### config.mk
export PLATFORM = sky130hd
export DESIGN_NAME = bpe_lerp
export DESIGN_NICKNAME = d
export VERILOG_FILES = /design/src/hdl/bpe_pkg.sv /design/src/hdl/bpe_lerp.sv
export SDC_FILE = /design/constraint.sdc
export NUM_CORES = 2
export LEC_CHECK = 0
export ABC_AREA = 1
export CAP_MARGIN = 15
export CORE_ASPECT_RATIO = 1.25
export CORE_MARGIN = 1.5
export CORE_UTILIZATION = 30
export CTS_CLUSTER_SIZE = 10
export DETAILED_ROUTE_END_ITERATION = 8
export DONT_BUFFER_PORTS = 1
export PLACE_DENSITY = 0.53
export SLEW_MARGIN = 25
export SYNTH_ARGS = -nofsm -noshare
export SYNTH_HDL_FRONTEND = slang
export SYNTH_SLANG_ARGS = --single-unit
export TNS_END_PERCENT = 5
### constraint.sdc
create_clock -name i_clk -period 8.8 [get_ports i_clk]
set_input_delay 0.44 -clock i_clk [delete_from_list [all_inputs] [get_ports i_clk]]
set_output_delay 0.44 -clock i_clk [all_outputs]
set_load 0.005 [all_outputs]
### src/hdl/bpe_pkg.sv
// ----------------------------------------------------------------------------
// bpe_pkg - shared types and constants for the Bezier point evaluator
// Coordinate and parameter formats, command codes, sequencer states and the
// control word that runs down the interpolation pipeline.
// ----------------------------------------------------------------------------
package bpe_pkg;

    localparam int COORD_W = 32;          // Q16.16 signed
    localparam int FRAC_W  = 16;          // fraction bits of t
    localparam int T_W     = 17;          // unsigned Q1.16, 1.0 included
    localparam int CNT_W   = 5;           // node_count register
    localparam int IDX_W   = 4;           // node_index field
    localparam int PROD_W  = COORD_W + 1 + T_W + 1;

    localparam logic [T_W-1:0] T_ONE = T_W'(65536);

    localparam logic CMD_WRITE = 1'b0;
    localparam logic CMD_EVAL  = 1'b1;

    localparam logic [CNT_W-1:0] NODE_COUNT_RST = CNT_W'(4);

    typedef struct packed {
        logic signed [COORD_W-1:0] x;
        logic signed [COORD_W-1:0] y;
    } t_point;

    // one memory read issued by the sequencer
    typedef struct packed {
        logic valid;
        logic first;   // level reads the node store
        logic load;    // leftmost point of a level, no lerp
        logic last;    // read that completes the final point
    } t_issue;

    typedef enum logic [2:0] {
        ST_IDLE,
        ST_RUN,
        ST_WAIT,
        ST_DRAIN,
        ST_DONE
    } t_state;

endpackage

### src/hdl/bpe_lerp.sv
// ----------------------------------------------------------------------------
// bpe_lerp - two-stage interpolation datapath
// Takes the streamed points of one level, forms a + (b - a) * t for x and y
// and hands the result back to the work memory or the result register.
// ----------------------------------------------------------------------------
module bpe_lerp #(
    parameter int AW = 4
) (
    input  logic                          i_clk,
    input  logic                          i_rst_n,
    input  bpe_pkg::t_issue               i_issue,
    input  logic [AW-1:0]                 i_addr,
    input  logic [bpe_pkg::T_W-1:0]       i_t,
    input  bpe_pkg::t_point               i_node_rd,
    input  bpe_pkg::t_point               i_work_rd,
    output logic                          o_wr,
    output logic [AW-1:0]                 o_wr_addr,
    output bpe_pkg::t_point               o_wr_data,
    output logic                          o_res_valid,
    output bpe_pkg::t_point               o_res
);

    // stage 1: aligned with memory read data
    bpe_pkg::t_issue                     r_c1;
    logic [AW-1:0]                       r_addr1;
    bpe_pkg::t_point                     r_prev;

    // stage 2: product registered, add and write back
    logic                                r_v2;
    logic                                r_last2;
    logic [AW-1:0]                       r_waddr2;
    bpe_pkg::t_point                     r_a;
    logic signed [bpe_pkg::COORD_W-1:0]  r_qx;
    logic signed [bpe_pkg::COORD_W-1:0]  r_qy;

    bpe_pkg::t_point                     r_res;
    logic                                r_res_valid;

    bpe_pkg::t_point                     w_cur;
    logic signed [bpe_pkg::COORD_W:0]    w_dx;
    logic signed [bpe_pkg::COORD_W:0]    w_dy;
    logic signed [bpe_pkg::PROD_W-1:0]   w_px;
    logic signed [bpe_pkg::PROD_W-1:0]   w_py;
    logic signed [bpe_pkg::T_W:0]        w_ts;
    bpe_pkg::t_point                     w_sum;

    always_comb begin
        w_cur = r_c1.first ? i_node_rd : i_work_rd;
        w_dx  = {w_cur.x[bpe_pkg::COORD_W-1], w_cur.x}
              - {r_prev.x[bpe_pkg::COORD_W-1], r_prev.x};
        w_dy  = {w_cur.y[bpe_pkg::COORD_W-1], w_cur.y}
              - {r_prev.y[bpe_pkg::COORD_W-1], r_prev.y};
        w_ts  = $signed({1'b0, i_t});
        w_px  = w_dx * w_ts;
        w_py  = w_dy * w_ts;
        // low fraction bits dropped: floor of the product / 2^16
        w_sum.x = r_a.x + r_qx;
        w_sum.y = r_a.y + r_qy;
    end

    always_ff @(posedge i_clk) begin
        if (!i_rst_n) begin
            r_c1        <= '0;
            r_v2        <= 1'b0;
            r_res_valid <= 1'b0;
        end else begin
            r_c1        <= i_issue;
            r_v2        <= r_c1.valid && !r_c1.load;
            r_res_valid <= r_v2 && r_last2;
        end
    end

    always_ff @(posedge i_clk) begin
        r_addr1 <= i_addr;
        if (r_c1.valid) begin
            r_prev   <= w_cur;
            r_a      <= r_prev;
            r_last2  <= r_c1.last;
            r_waddr2 <= AW'(r_addr1 - 1'b1);
            r_qx     <= w_px[bpe_pkg::COORD_W+bpe_pkg::FRAC_W-1:bpe_pkg::FRAC_W];
            r_qy     <= w_py[bpe_pkg::COORD_W+bpe_pkg::FRAC_W-1:bpe_pkg::FRAC_W];
        end
        if (r_v2 && r_last2) begin
            r_res <= w_sum;
        end
    end

    assign o_wr        = r_v2;
    assign o_wr_addr   = r_waddr2;
    assign o_wr_data   = w_sum;
    assign o_res_valid = r_res_valid;
    assign o_res       = r_res;

endmodule

==> results.ini <==
[sta]
rsz0062_at_grt = true
max_slew_margin = 0.2740
tightest_slew_ns = 1.088
hold_viol_final = 0
holdWs_ns = 0.09998
period_needed_ns = 8.585
setup_tns_ns = 0
fin_crit_sh = 0.9756
final_max_slew_viol_count = 0
setup_viol = 0
finClkSkew_ns = 0.02879
max_freq_mhz = 116.5

[final_layout]
multi_input_area_um2 = 39780
num-nets-final = 8044
final_common_cell = inv_1
fill_cells = 19120
final_cell_mix = inv_1 (1,594), nand2_1 (1,047), fa_1 (1,028)
layout-drive-gt1-share = 0.07940
seqCellArea_um2 = 8045
area_delta_synth_final_pct = 9.978

[worst_setup_path]
crit_required_ns = 9.11
path_max_fanout = 11
cpMaxStageDelayCell = fa_1
cp-start-kind = register
timing.rr.start = r_c1[2]
reg2reg_slack_ns = 0.21
critPathCaptureType = register
r2r_end = r_qy[26]
crit_type = register to register
critical_path_arrival_ns = 8.89
cpMostUsedCell = nand2_1
cpPeakStageDelay_ns = 0.56
r2r_cells = 36

[cts]
cts_tree = yes
cts_root_buf = clkbuf_16
clk_pin_slew_worst_paths_ns = 0.05
cts_max_level = 2
clock_path_buffers = 3
numCtsBuffers = 36
numClockSinks = 271
clkLatencyLatePin_ns = 0.59

[synthesis]
synth_seq_cells = 271
ys_types = 66
synth-simple-area-share = 0.1668
yosysSeqAreaShare = 0.1480
avgSynthCellArea_um2 = 8.443
syn_area_um2 = 54320
synthFlopType = edfxtp_1
synthArstFlopShare = 0
synthAdderAreaFrac = 0.4614
synth_xor_area_frac = 0.02895
synth_compound_area_frac = 0.05586
synth_nets = 7973
muxShareOfSynthArea = 0.01244
synth_top_family_by_area = adder cells
syn_inst = 6434
ys_warn_count = 0
synth-edff-count = 261

[route]
top_layer = met5
drt-wirelength-per-cell_um = 19.81
postRouteAntennaNets = 0
dr_wl_met2_mm = 87.63
met1Wirelength_mm = 70.08
vias = 42290
dr.pass1.iters = 9
dr_wl_met3_mm = 9.747
drc = 2
viasPerCell = 4.750
wl_mm = 176.3
drtIter0Drc = 2894

[global_route]
grt_pass1_wl_mm = 269.2
grtUsageTotal = 0.1927
first_global_vias = 45100
antenna_found_initial = 7
grt_start_max_net_pins = 76
grt-ovfl-total = 0

[min_path]
min_to = r_prev[0]
hp-class = primary input to register
hold_path.startpoint = i_work_rd[0]
whs_path_depth = 2

[flow_run]
cap_violations = 0

[die]
initial_core_util = 0.3021
ioPinCount = 289
core_area_um2 = 179800
dieWidth_um = 383.6
num_rows = 174
dieHeight_um = 478.8
dieArea_um2 = 183600

[outcome]
violations = design-rule violations
status = finished, violations left

[place]
dp_hpwl_mm = 143.3
gp_congestion = 0.9344
port_buffers = 0

## worst max-delay path, delay by kind of cell (launching register included)
| kind | cells | cell delay [ns] |
|---|---|---|
| buffers and inverters | 10 | 1.25 |
| AOI/OAI and AO/OA | 1 | 0.11 |
| adders and majority gates | 8 | 3.83 |
| muxes | 1 | 0.39 |
| and+or+nand+nor | 14 | 2.03 |
| xor gates and xnor gates | 2 | 0.25 |
| DFF | 1 | 0.42 |
## flip-flops by register name, indices dropped and copies added (netlist names)
signal	count
r_c1	4
r_qx	32
o_wr	1
r_prev	64
o_res	64
r_qy	32
r_a	64
o_res_valid	1
r_addr1	4
r_last2	1
o_wr_addr	4
## area by class of cell
class,instances,share of cell area
clock inverter,14,0.001236
timing repair buffer,213,0.02930
multi-input combinational,4349,0.6659
clock buffer,43,0.01588
tap,2376,0.04976
sequential,271,0.1347
inverter,1634,0.1031
antenna,3,0.0001257
## synth_stat cells (8+ instances only)
master	count	area, um^2
inv_2	14	52.55
a21boi_0	8	60.06
fa_1	1032	20660
a221oi_1	9	78.83
xor2_1	98	858.3
clkbuf_1	137	514.2
ha_1	352	4404
o21ai_1	13	65.06
nand2_2	13	81.33
nor2_4	10	112.6
edfxtp_1	261	7838
nand4_1	13	81.33
inv_1	1612	6051
dfxtp_1	10	200.2
xnor2_1	63	551.8
buf_2	31	155.2
nor3_1	33	165.2
nand2_1	1063	3990
a31oi_1	21	131.4
mux2_2	60	675.7
o21bai_1	39	292.8
a21o_1	22	165.2
clkinv_1	8	30.03
a21oi_2	8	70.07
a21oi_1	236	1181
o21ai_0	110	550.5
or2_2	28	175.2
nor2_1	814	3055
xnor2_2	8	130.1
nor4_1	13	81.33
nand3_1	155	775.7
or2_1	30	187.7
nor2_2	20	125.1
## metal layers
layer,up-vias,global-route usage
met1,21470,0.2364
met2,1206,0.3379
met3,330,0.02449
li1,19290,-
met5,-,0
met4,2,0.08167
## timing repair
item                       in CTS  in global routing
setup endpoints to repair      18                 45
hold endpoints to repair        9                  0
buffers inserted                0                 24
resized for setup              15                 92
hold buffers                    9                  0
cloned                          0                  1
pin swaps                       1                 11
## how the worst max path moves through the flow
stage          cells after the start  startpoint  slack, ns        to
5_1_grt                           35     r_c1[2]      -0.15  r_qy[26]
2_1_floorplan                     40     r_c1[2]       0.82  r_qy[31]
3_3_place_gp                      28     r_c1[2]      -0.68  r_qx[27]
4_1_cts                           30     r_c1[2]      -0.09  r_qx[27]
6_report                          36     r_c1[2]       0.21  r_qy[26]
3_5_place_dp                      28     r_c1[2]      -0.65  r_qx[27]
## cell families (layout without fill, tap and decap cells)
logic type                 after synthesis  in the layout
muxes                                   60             60
xor gates and xnor gates               171            171
other                                    0              3
DFF                                    271            271
and+or+nand+nor                       2218           2218
adders and majority gates             1384           1384
AOI/OAI and AO/OA                      516            516
buffers and inverters                 1814           1904
## metrics by stage
stage	utilization	setup slack, ns	instance area (um^2)	cells
floorplan	-	0.8168	54320	6434
global placement	0.3225	-0.6751	58000	8809
detailed placement	0.3225	-0.6481	58000	8809
CTS	0.3290	-0.09376	59160	8875
global route	0.3322	-0.1510	59740	8902
finish	0.3322	0.2149	59740	8903
Power is left out: the tool's default activity adds up to more than one toggle a clock period on the data nets, which glitch-free logic cannot reach.
