### src/hdl/bpe_pkg.sv
// ----------------------------------------------------------------------------
// bpe_pkg - shared types and constants for the Bezier point evaluator
// Coordinate and parameter formats, command codes, sequencer states and the
// control word that runs down the interpolation pipeline.
// ----------------------------------------------------------------------------
package bpe_pkg;

    localparam int COORD_W = 32;          // Q16.16 signed
    localparam int FRAC_W  = 16;          // fraction bits of t
    localparam int T_W     = 17;          // unsigned Q1.16, 1.0 included
    localparam int CNT_W   = 5;           // node_count register
    localparam int IDX_W   = 4;           // node_index field
    localparam int PROD_W  = COORD_W + 1 + T_W + 1;

    localparam logic [T_W-1:0] T_ONE = T_W'(65536);

    localparam logic CMD_WRITE = 1'b0;
    localparam logic CMD_EVAL  = 1'b1;

    localparam logic [CNT_W-1:0] NODE_COUNT_RST = CNT_W'(4);

    typedef struct packed {
        logic signed [COORD_W-1:0] x;
        logic signed [COORD_W-1:0] y;
    } t_point;

    // one memory read issued by the sequencer
    typedef struct packed {
        logic valid;
        logic first;   // level reads the node store
        logic load;    // leftmost point of a level, no lerp
        logic last;    // read that completes the final point
    } t_issue;

    typedef enum logic [2:0] {
        ST_IDLE,
        ST_RUN,
        ST_WAIT,
        ST_DRAIN,
        ST_DONE
    } t_state;

endpackage

### src/hdl/bpe_seq.sv
// ----------------------------------------------------------------------------
// bpe_seq - level sequencer
// Walks the triangle level by level, one memory read per cycle outside
// ST_WAIT, and holds the finished point until the output register is free.
// ----------------------------------------------------------------------------
module bpe_seq #(
    parameter int AW = 4
) (
    input  logic                  i_clk,
    input  logic                  i_rst_n,
    input  logic                  i_start,
    input  logic [AW-1:0]         i_len,
    input  logic                  i_res_valid,
    input  logic                  i_out_free,
    output bpe_pkg::t_issue       o_issue,
    output logic [AW-1:0]         o_addr,
    output logic                  o_idle,
    output logic                  o_load
);

    localparam logic [AW:0] LenOne = (AW+1)'(1);
    localparam logic [AW:0] LenTwo = (AW+1)'(2);

    bpe_pkg::t_state r_state, n_state;
    logic [AW-1:0]   r_len, n_len;
    logic [AW-1:0]   r_k, n_k;
    logic            r_first, n_first;

    always_ff @(posedge i_clk) begin
        if (!i_rst_n) begin
            r_state <= bpe_pkg::ST_IDLE;
            r_len   <= '0;
            r_k     <= '0;
            r_first <= 1'b0;
        end else begin
            r_state <= n_state;
            r_len   <= n_len;
            r_k     <= n_k;
            r_first <= n_first;
        end
    end

    always_comb begin
        n_state = r_state;
        n_len   = r_len;
        n_k     = r_k;
        n_first = r_first;
        o_issue = '0;
        o_idle  = 1'b0;
        o_load  = 1'b0;
        case (r_state)
            bpe_pkg::ST_IDLE: begin
                o_idle = 1'b1;
                if (i_start) begin
                    n_state = bpe_pkg::ST_RUN;
                    n_len   = i_len;
                    n_k     = '0;
                    n_first = 1'b1;
                end
            end
            bpe_pkg::ST_RUN: begin
                o_issue.valid = 1'b1;
                o_issue.first = r_first;
                o_issue.load  = (r_k == '0);
                o_issue.last  = ({1'b0, r_len} == LenOne) && (r_k == r_len);
                if (r_k == r_len) begin
                    n_k     = '0;
                    n_first = 1'b0;
                    n_len   = AW'(r_len - 1'b1);
                    if ({1'b0, r_len} == LenOne) begin
                        n_state = bpe_pkg::ST_DRAIN;
                    end else if ({1'b0, r_len} == LenTwo) begin
                        // last two writes still in flight
                        n_state = bpe_pkg::ST_WAIT;
                    end
                end else begin
                    n_k = AW'(r_k + 1'b1);
                end
            end
            bpe_pkg::ST_WAIT: begin
                n_state = bpe_pkg::ST_RUN;
            end
            bpe_pkg::ST_DRAIN: begin
                if (i_res_valid) begin
                    n_state = bpe_pkg::ST_DONE;
                end
            end
            bpe_pkg::ST_DONE: begin
                if (i_out_free) begin
                    o_load  = 1'b1;
                    n_state = bpe_pkg::ST_IDLE;
                end
            end
            default: begin
                n_state = bpe_pkg::ST_IDLE;
            end
        endcase
    end

    assign o_addr = r_k;

    a_k_in_level: assert property (@(posedge i_clk) disable iff (!i_rst_n)
        (r_state == bpe_pkg::ST_RUN) |-> (r_k <= r_len))
        else $error("read index past end of level");

    a_res_in_drain: assert property (@(posedge i_clk) disable iff (!i_rst_n)
        i_res_valid |-> (r_state == bpe_pkg::ST_DRAIN))
        else $error("result arrived outside drain");

endmodule

### config.mk
export PLATFORM = sky130hd
export DESIGN_NAME = bpe_seq
export DESIGN_NICKNAME = d
export VERILOG_FILES = /design/src/hdl/bpe_pkg.sv /design/src/hdl/bpe_seq.sv
export SDC_FILE = /design/constraint.sdc
export NUM_CORES = 1
export LEC_CHECK = 0
export ABC_AREA = 1
export BUFFER_PORTS_ARGS = -buffer_cell sky130_fd_sc_hd__buf_2
export CAP_MARGIN = 30
export CORE_UTILIZATION = 56
export DETAILED_ROUTE_END_ITERATION = 8
export PLACE_DENSITY_LB_ADDON = 0.2
export SLEW_MARGIN = 40
export SYNTH_ARGS = -nofsm -noshare
export SYNTH_HDL_FRONTEND = slang
export SYNTH_SLANG_ARGS = --single-unit
### constraint.sdc
create_clock -name i_clk -period 2.7 [get_ports i_clk]
set_input_delay 0.135 -clock i_clk [delete_from_list [all_inputs] [get_ports i_clk]]
set_output_delay 0.135 -clock i_clk [all_outputs]
set_load 0.01 [all_outputs]
==> metrics.csv, run 1 <==
metric;value;unit
GP Congestion;0.856;
FF+latch count, synth;12;
Post-route DRC;0;
Max-slew headroom;0.799;
top-count cell post-synth;nand2_1;
reg2reg path depth;7;
Psw;574;uW
CTS Sinks;12;
CTS tree;yes;
Combinational Power Share;0.596;
final WL;1950;um
cell-internal power;564;uW
clk slew on worst S/H paths;0.08;ns
CP Cell Sequence;inv_1 > nand2_1 > nand2_1 > nor2_2 > nand2_2 > nor3_1 > buf_2;
Synth Flop Type;dfxtp_1;
critical path launch point type;flip-flop;
Clock Latency Late Sink;0.28;ns
CTS Root Cell;clkbuf_4;
RR Startpoint;r_len[1];
clock skew;0.00532;ns
Critical Path End;o_issue[0];
Syn Area/Cell;6.55;um2
PwrDens;1130;nW/um2
setup violators final;0;
Seq/Total Area, Yosys;0.272;
unrepaired setup endpoints after global routing;no;
status;finished clean;
grt met1 use;0.322;
Yosys top cell by area;dfxtp_1;
number of enable flip-flop cells after synthesis;0;
CP max-delay cell;dfxtp_1;
CP arrival;1.53;ns
detailed placement HPWL;1480;um
die width;41.7;um
vias in the first global route;733;
vias;918;
post-place setup slack;1.35;ns
Ports;19;
core area;1380;um2
Leak Pwr;0.530;nW
cell count after synthesis;135;
synth unique cells;24;
initial antenna violation count;0;
Initial Util;0.640;
Post-Syn Area;885;um2
Final #Nets;170;
DP Area;975;um2
gr ovfl total;0;
Buf/Inv on CP;2;
CTS resizes;0;
CP Capture Type;output port;
worst setup margin;1.04;ns
critical path depth;7;
row cnt;13;
Async SR Flop Fraction;0;
Post-CTS Setup Bufs;0;
syn_nets;149;
CP top delay family;simple AND/OR/NAND/NOR gates;
Crit Path Max Fanout;5;
Tot Pwr;1.14;mW
Synth area leaders;dfxtp_1 (27%), nand2_1 (17%), ha_1 (7.1%);
R2R Setup Slk;1.32;ns
ANT nets after route;0;
Max-cap violations;0;
most frequent CP cell;nand2_1;
pin count of the biggest net entering global routing;14;
met3 Use GR;0.0261;
diodes inserted;0;
final setup TNS;0;ns
Yosys top cell area share;0.272;
sw frac;0.504;
PortBufs;18;
DR pass1 iterations;4;
Die Span Y;41.7;um
Min-Delay Path Class;primary input to flip-flop;
worst flop-to-flop path endpoint;r_len[2];
Total GRT Usage;0.231;
Clock Path Buffers;2;
first-pass GRT wire length;3200;um
hold_buf cts;0;
CTS Buf Count;3;
met2 GRT Util;0.359;
fin area;1010;um2
Final min period;1.66;ns
layout cell share with drive strength beyond 1;0.252;
Flop pwr share;0.276;
most used routing layer;met2;
die area;1740;um2
Max Freq;601;MHz
WL/cell;11.5;um
Max IR drop VDD;0.000714;V
CP max stage delay;0.42;ns
H-tree depth;1;
vias per inst;5.40;
Worst Setup SP;o_addr[0];
Synth Warn #;0;
Synth top cells by count;nand2_1 (40), inv_1 (13), a21oi_1 (12), dfxtp_1 (12), nand3_1 (12);
part of the cycle the worst path needs;0.616;
worst slew pin tran;0.301;ns
Setup CP Type;flip-flop to output port;
worst endpoint required time;2.57;ns
Clock power frac;0.129;
Hold Vio Cnt, Final;0;
initial DRC count;15;
Syn-to-layout area delta;14.3;%
final max-slew violation count;0;
## power groups by stage
stage	Clock, mW	Combinational (mW)	Sequential (mW)
final	0.146	0.677	0.314
after global routing	0.156	0.764	0.323
after CTS	0.148	0.675	0.310
after detailed placement	0	0.672	0.314
after global placement	0	0.654	0.309
after floorplan	0	0.557	0.301
## worst min path at each step
stage / start / end / slack, ns / depth (start not counted)
after floorplan: i_rst_n / r_len[2] / 0.26 / 2
after global placement: i_rst_n / r_len[0] / 0.44 / 3
after detailed placement: i_rst_n / r_len[1] / 0.44 / 3
after CTS: i_rst_n / r_len[1] / 0.14 / 3
after global routing: i_rst_n / r_len[1] / 0.15 / 3
final: i_rst_n / r_len[1] / 0.14 / 3
## tightest hold or removal path, stage by stage
cell and delay, ns:
buf_2 0.15, nand2_1 0.07, nor2_1 0.03
## stage by stage
| stage | std cells | hold slack (ns) | utilization |
|---|---|---|---|
| after CTS | 170 | 0.138 | 0.731 |
| after global placement | 166 | 0.438 | 0.705 |
| final | 170 | 0.144 | 0.731 |
| after global routing | 170 | 0.147 | 0.731 |
| after floorplan | 135 | 0.256 | - |
| after detailed placement | 166 | 0.436 | 0.705 |
## cell type report
cell class                      instances  area, um2
Multi-Input combinational cell        102        549
Fill cell                             128        372
Sequential cell                        12        240
Timing Repair Buffer                   18       90.1
Inverter                               19       76.3
Clock buffer                            4       36.3
Tap cell                               15       18.8
## per-layer routing
metal  wire, um  share of wire
met5          0              0
met4         30          0.015
met1        872           0.45
met2        912           0.47
met3        134          0.069
## cell usage in the layout, fill, tap and decap left out, types with 2 or more instances in the layout
| master | count |
|---|---|
| a21oi_1 | 12 |
| nand3_4 | 2 |
| clkbuf_4 | 3 |
| inv_1 | 13 |
| o21ai_1 | 4 |
| dfxtp_1 | 12 |
| nand4_1 | 2 |
| nor2_2 | 2 |
| buf_2 | 18 |
| nor2_1 | 11 |
| nand2_1 | 40 |
| ha_1 | 5 |
| xor2_1 | 2 |
| nand2_2 | 3 |
| inv_2 | 5 |
| nand3_1 | 12 |
## cells by family after synthesis
kind of cell	synth area share
AOI/OAI and AO/OA	0.106
adders and majority gates	0.0707
DFF	0.272
buffers and inverters	0.108
and+or+nand+nor	0.424
xor gates and xnor gates	0.0198
## registers in the layout, indices dropped and copies added, names as in the netlist
name and flops:
o_addr 4, r_first 1, r_len 4, r_state 3
(Power assumes the default switching activity.)
==> inputs of run 2 (changes only) <==
- ABC_AREA: 1 -> 0
- CORE_UTILIZATION: 56 -> 46
- clock period: 2.7 -> 1.5 ns (I/O delays scaled with it)
==> metrics.csv, run 2 <==
metric;value;unit
Final min period;1.62;ns
Max Used Layer;met4;
Synth Warn #;0;
CTS Buf Count;3;
GP Congestion;0.864;
die area;1970;um2
WHS Path Cells;2;
most common cell after layout, fill and taps aside;buf_4;
Synth Flop Type;dfxtp_1;
Crit Path Max Fanout;7;
vias in the first global route;924;
CTS tree;yes;
Psw;1.17;mW
fin area;1320;um2
Max IR drop VDD;0.00156;V
H-tree depth;1;
Min-Delay Path Class;primary input to flip-flop;
Clock power frac;0.097;
pin count of the biggest net entering global routing;10;
Die Span Y;44.4;um
Max-cap violations;0;
ANT nets after route;0;
number of enable flip-flop cells after synthesis;0;
met3 wire length;131;um
Clock Latency Late Sink;0.28;ns
vias per inst;5.61;
Setup CP Type;flip-flop to flip-flop;
CTS Sinks;12;
critical path depth;6;
clk slew on worst S/H paths;0.09;ns
gr ovfl total;0;
reg2reg path depth;6;
layout cell share with drive strength beyond 1;0.503;
Hold Vio Cnt, Final;0;
worst endpoint required time;1.70;ns
vias;970;
Buf/Inv on CP;2;
DR pass1 iterations;4;
status;finished, violations left;
synth unique cells;37;
CP top delay family;simple AND/OR/NAND/NOR gates;
core area;1590;um2
unrepaired setup endpoints after global routing;yes;
DP Area;1110;um2
WL/cell;15.3;um
Seq/Total Area, Yosys;0.291;
R2R Setup Slk;-0.12;ns
Leak Pwr;0.598;nW
CP max stage delay;0.44;ns
CP Capture Type;flip-flop;
Tot Pwr;2.76;mW
Yosys top cell by area;dfxtp_1;
diodes inserted;0;
CTS Root Cell;clkbuf_4;
FF+latch count, synth;12;
Max Freq;619;MHz
initial DRC count;30;
wl on met1;1170;um
worst setup margin;-0.115;ns
critical path launch point type;flip-flop;
most frequent cells in the layout;buf_4 (28), buf_2 (18), dfxtp_1 (9);
Combinational Power Share;0.712;
FILL cells;101;
Syn Area/Cell;8.34;um2
Total GRT Usage;0.297;
setup violators final;11;
Synth top cells by count;dfxtp_1 (12), nor2_1 (8), inv_1 (7), nand2_1 (7), a21oi_1 (6);
worst slew pin tran;0.306;ns
Synth area leaders;dfxtp_1 (29%), ha_1 (7.6%), nand3b_1 (4.5%);
initial antenna violation count;0;
part of the cycle the worst path needs;1.08;
detailed placement HPWL;1770;um
failing checks;negative setup slack;
Final #Nets;164;
final WL;2650;um
hold_buf cts;0;
cell count after synthesis;99;
first-pass GRT wire length;4200;um
Max-slew headroom;0.796;
Ports;19;
PortBufs;18;
Initial Util;0.518;
Flop pwr share;0.192;
clock skew;0.0131;ns
sw frac;0.426;
Syn-to-layout area delta;60.0;%
Async SR Flop Fraction;0;
cell-internal power;1.58;mW
CP max-delay cell;or3b_4;
CP arrival;1.81;ns
final max-slew violation count;0;
Clock Path Buffers;2;
PwrDens;2090;nW/um2
die width;44.4;um
fin util;0.829;
Yosys top cell area share;0.291;
post-place setup slack;-0.154;ns
Post-route DRC;0;
row cnt;14;
top-count cell post-synth;dfxtp_1;
final setup TNS;-0.817;ns
met2 WL;1340;um
syn_nets;113;
Post-Syn Area;826;um2
CP Cell Sequence;or3b_4 > buf_4 > a41oi_4 > buf_6 > nand3b_1 > a31oi_1;
==> run 2: cell count changes in the layout (fill, tap and decap cells not counted), moves of 3 or more <==
cell	delta
nand2_1	-33
o21ai_1	-3
nand3b_1	+5
buf_4	+28
xnor2_2	+4
nand2_2	-3
nand3_1	-9
dfxtp_1	-3
buf_6	+4
inv_1	-9
and3_1	+3
nor2_1	-3
a21oi_1	-6
==> run 2: power by group through the flow <==
stage                     sequential, mW  combinational [mW]  clock, mW
after floorplan                    0.522               0.812          0
after global placement             0.493                1.39          0
after detailed placement           0.501                1.44          0
after CTS                          0.514                1.76      0.266
after global routing               0.539                2.10      0.284
final                              0.529                1.96      0.266
==> run 2: final cells by class <==
type / count / area (um2) / share of cell area
Sequential cell: 12 / 249 / 0.188
Tap cell: 24 / 30.0 / 0.0227
Inverter: 7 / 26.3 / 0.0199
Clock buffer: 4 / 36.3 / 0.0275
Multi-Input combinational cell: 76 / 634 / 0.480
Timing Repair Buffer: 50 / 345 / 0.261
==> run 2: layer usage <==
metal / global-route usage / vias up
met4: 0.0667 / 0
met3: 0.0408 / 2
met5: 0 / -
met1: 0.379 / 459
met2: 0.529 / 37
li1: - / 472
==> run 2: kinds of logic (layout without fill, tap and decap cells) <==
group	Yosys count	after routing	synth area share
compound gates	24	24	0.217
xor+xnor	4	4	0.0424
fa+ha+maj	5	5	0.0758
buf+inv	11	61	0.0742
flops	12	12	0.291
mux	1	1	0.0121
simple gates	42	42	0.288
==> run 2: metrics by stage <==
stage | instances | hold WS [ns]
floorplan | 99 | 0.195
global placement | 162 | 0.367
detailed placement | 162 | 0.378
CTS | 172 | 0.0782
global route | 173 | 0.0895
finish | 173 | 0.0888
==> run 2: worst paths after layout <==
check / to / start
worst max register to register: o_addr[2] / r_state[2]
worst min register to register: r_first / r_first
worst min-delay path: r_len[1] / i_rst_n
worst max-delay path: o_addr[2] / r_state[2]
==> run 2: worst reg2reg max path, cell delays in order, from the launching register on <==
cell      delay, ns
dfxtp_2        0.32
or3b_4         0.44
buf_4          0.16
a41oi_4        0.20
buf_6          0.16
nand3b_1       0.08
a31oi_1        0.17
==> run 2: what timing repair did <==
| action | in CTS | in global routing |
|---|---|---|
| endpoints found under the hold margin | 0 | 0 |
| endpoints found under the setup margin | 12 | 12 |
| pin swaps | 10 | 2 |
| gates resized for setup | 18 | 7 |
| buffers inserted | 6 | 1 |
==> inputs of run 3 (changes only) <==
- CORE_MARGIN: not set -> 5
- REMOVE_ABC_BUFFERS: not set -> 1
==> metrics.csv, run 3 (synthesis results as in run 2) <==
metric;value;unit
PwrDens;2270;nW/um2
Max Used Layer;met4;
unrepaired setup endpoints after global routing;yes;
CTS Root Cell;clkbuf_4;
R2R Setup Slk;-0.30;ns
CP max stage delay;0.36;ns
final WL;3580;um
Hold Vio Cnt, Final;0;
die area;2740;um2
Clock power frac;0.066;
Ports;19;
Tot Pwr;3.42;mW
setup violators final;15;
Setup CP Type;flip-flop to flip-flop;
CP top delay family;compound AO/OA/AOI/OAI gates;
first-pass GRT wire length;4600;um
Flop pwr share;0.163;
vias per inst;5.99;
fin util;0.880;
worst setup margin;-0.296;ns
detailed placement HPWL;1770;um
gr ovfl total;0;
Final #Nets;171;
sw frac;0.434;
Clock Path Buffers;2;
Psw;1.48;mW
Buf/Inv on CP;2;
Final min period;1.80;ns
Max-cap violations;0;
CP arrival;1.96;ns
most frequent cells in the layout;buf_4 (25), buf_2 (16), buf_6 (15);
final max-slew violation count;0;
CP Cell Sequence;xnor2_2 > nand4_1 > buf_4 > buf_6 > o211a_1 > o31a_1;
wl on met1;1410;um
core area;1710;um2
Crit Path Max Fanout;4;
PortBufs;18;
final setup TNS;-2.07;ns
pin count of the biggest net entering global routing;10;
Post-route DRC;0;
Max-slew headroom;0.755;
final cell count without fillers;180;
critical path depth;6;
Clock Latency Late Sink;0.29;ns
H-tree depth;1;
met3 wire length;220;um
initial DRC count;42;
Max Freq;557;MHz
Min-Delay Path Class;primary input to flip-flop;
failing checks;negative setup slack;
status;finished, violations left;
Leak Pwr;0.652;nW
Syn-to-layout area delta;82.0;%
Placed Cells;167;
worst endpoint required time;1.67;ns
met2 WL;1750;um
worst slew pin tran;0.367;ns
CP max-delay cell;dfxtp_1;
CP Capture Type;flip-flop;
die width;52.4;um
ANT nets after route;0;
Initial Util;0.484;
CTS tree;yes;
WHS Path Cells;2;
clk slew on worst S/H paths;0.10;ns
cell-internal power;1.93;mW
row cnt;15;
post-place setup slack;-0.239;ns
GP Congestion;0.875;
layout cell share with drive strength beyond 1;0.587;
vias;1079;
diodes inserted;0;
part of the cycle the worst path needs;1.20;
reg2reg path depth;6;
initial antenna violation count;0;
critical path launch point type;flip-flop;
Combinational Power Share;0.771;
WL/cell;19.9;um
Die Span Y;52.4;um
CTS Buf Count;3;
most common cell after layout, fill and taps aside;buf_4;
Hold WS;0.0862;ns
Max IR drop VDD;0.00163;V
DR pass1 iterations;4;
clock skew;0.0157;ns
vias in the first global route;1002;
Total GRT Usage;0.230;
DP Area;1130;um2
fin area;1500;um2
CTS Sinks;12;
==> run 3: cell types whose count changed in the layout (fill, tap and decap cells not counted), sizes merged <==
cell	change
clkinv	+1
inv	-1
clkbuf	-1
buf	+7
==> run 3: worst reg2reg max path: cells and delay by family, from the launching register on <==
kind	cells	cell delay (ns)
buf+inv	2	0.34
xor+xnor	1	0.27
simple gates	1	0.23
flops	1	0.36
compound gates	2	0.46
==> run 3: repair_timing <==
| action | 4_1_cts | 5_1_grt |
|---|---|---|
| resized for setup | 20 | 41 |
| pin swaps | 10 | 18 |
| hold buffers | 0 | 0 |
| setup endpoints to repair | 15 | 15 |
| setup buffers | 6 | 5 |
| endpoints found under the hold margin | 0 | 0 |
==> run 3: final timing paths <==
check | start | end
max reg2reg | o_addr[3] | r_len[1]
max | o_addr[3] | r_len[1]
min | i_rst_n | r_state[0]
min reg2reg | r_first | r_first
==> run 3: final cells by class <==
class                   instances  area [um2]
repair buffers                 57         457
flip-flops and latches         12         250
inverters                       7        43.8
fillers                        93         205
well taps                      25        31.3
multi-input cells              76         698
clock buffers                   3        22.5
==> run 3: power by group through the flow <==
stage	clock network (mW)	registers, mW	logic, mW
6_report	0.224	0.558	2.63
4_1_cts	0.219	0.517	1.96
3_3_place_gp	0	0.489	1.53
2_1_floorplan	0	0.533	0.704
5_1_grt	0.239	0.564	2.76
3_5_place_dp	0	0.494	1.57
==> run 3: routing by layer <==
| metal | GRT usage | vias to the layer above |
|---|---|---|
| met5 | 0 | - |
| met4 | 0.0979 | 0 |
| met3 | 0.0399 | 17 |
| met2 | 0.399 | 55 |
| met1 | 0.275 | 527 |
| li1 | - | 480 |
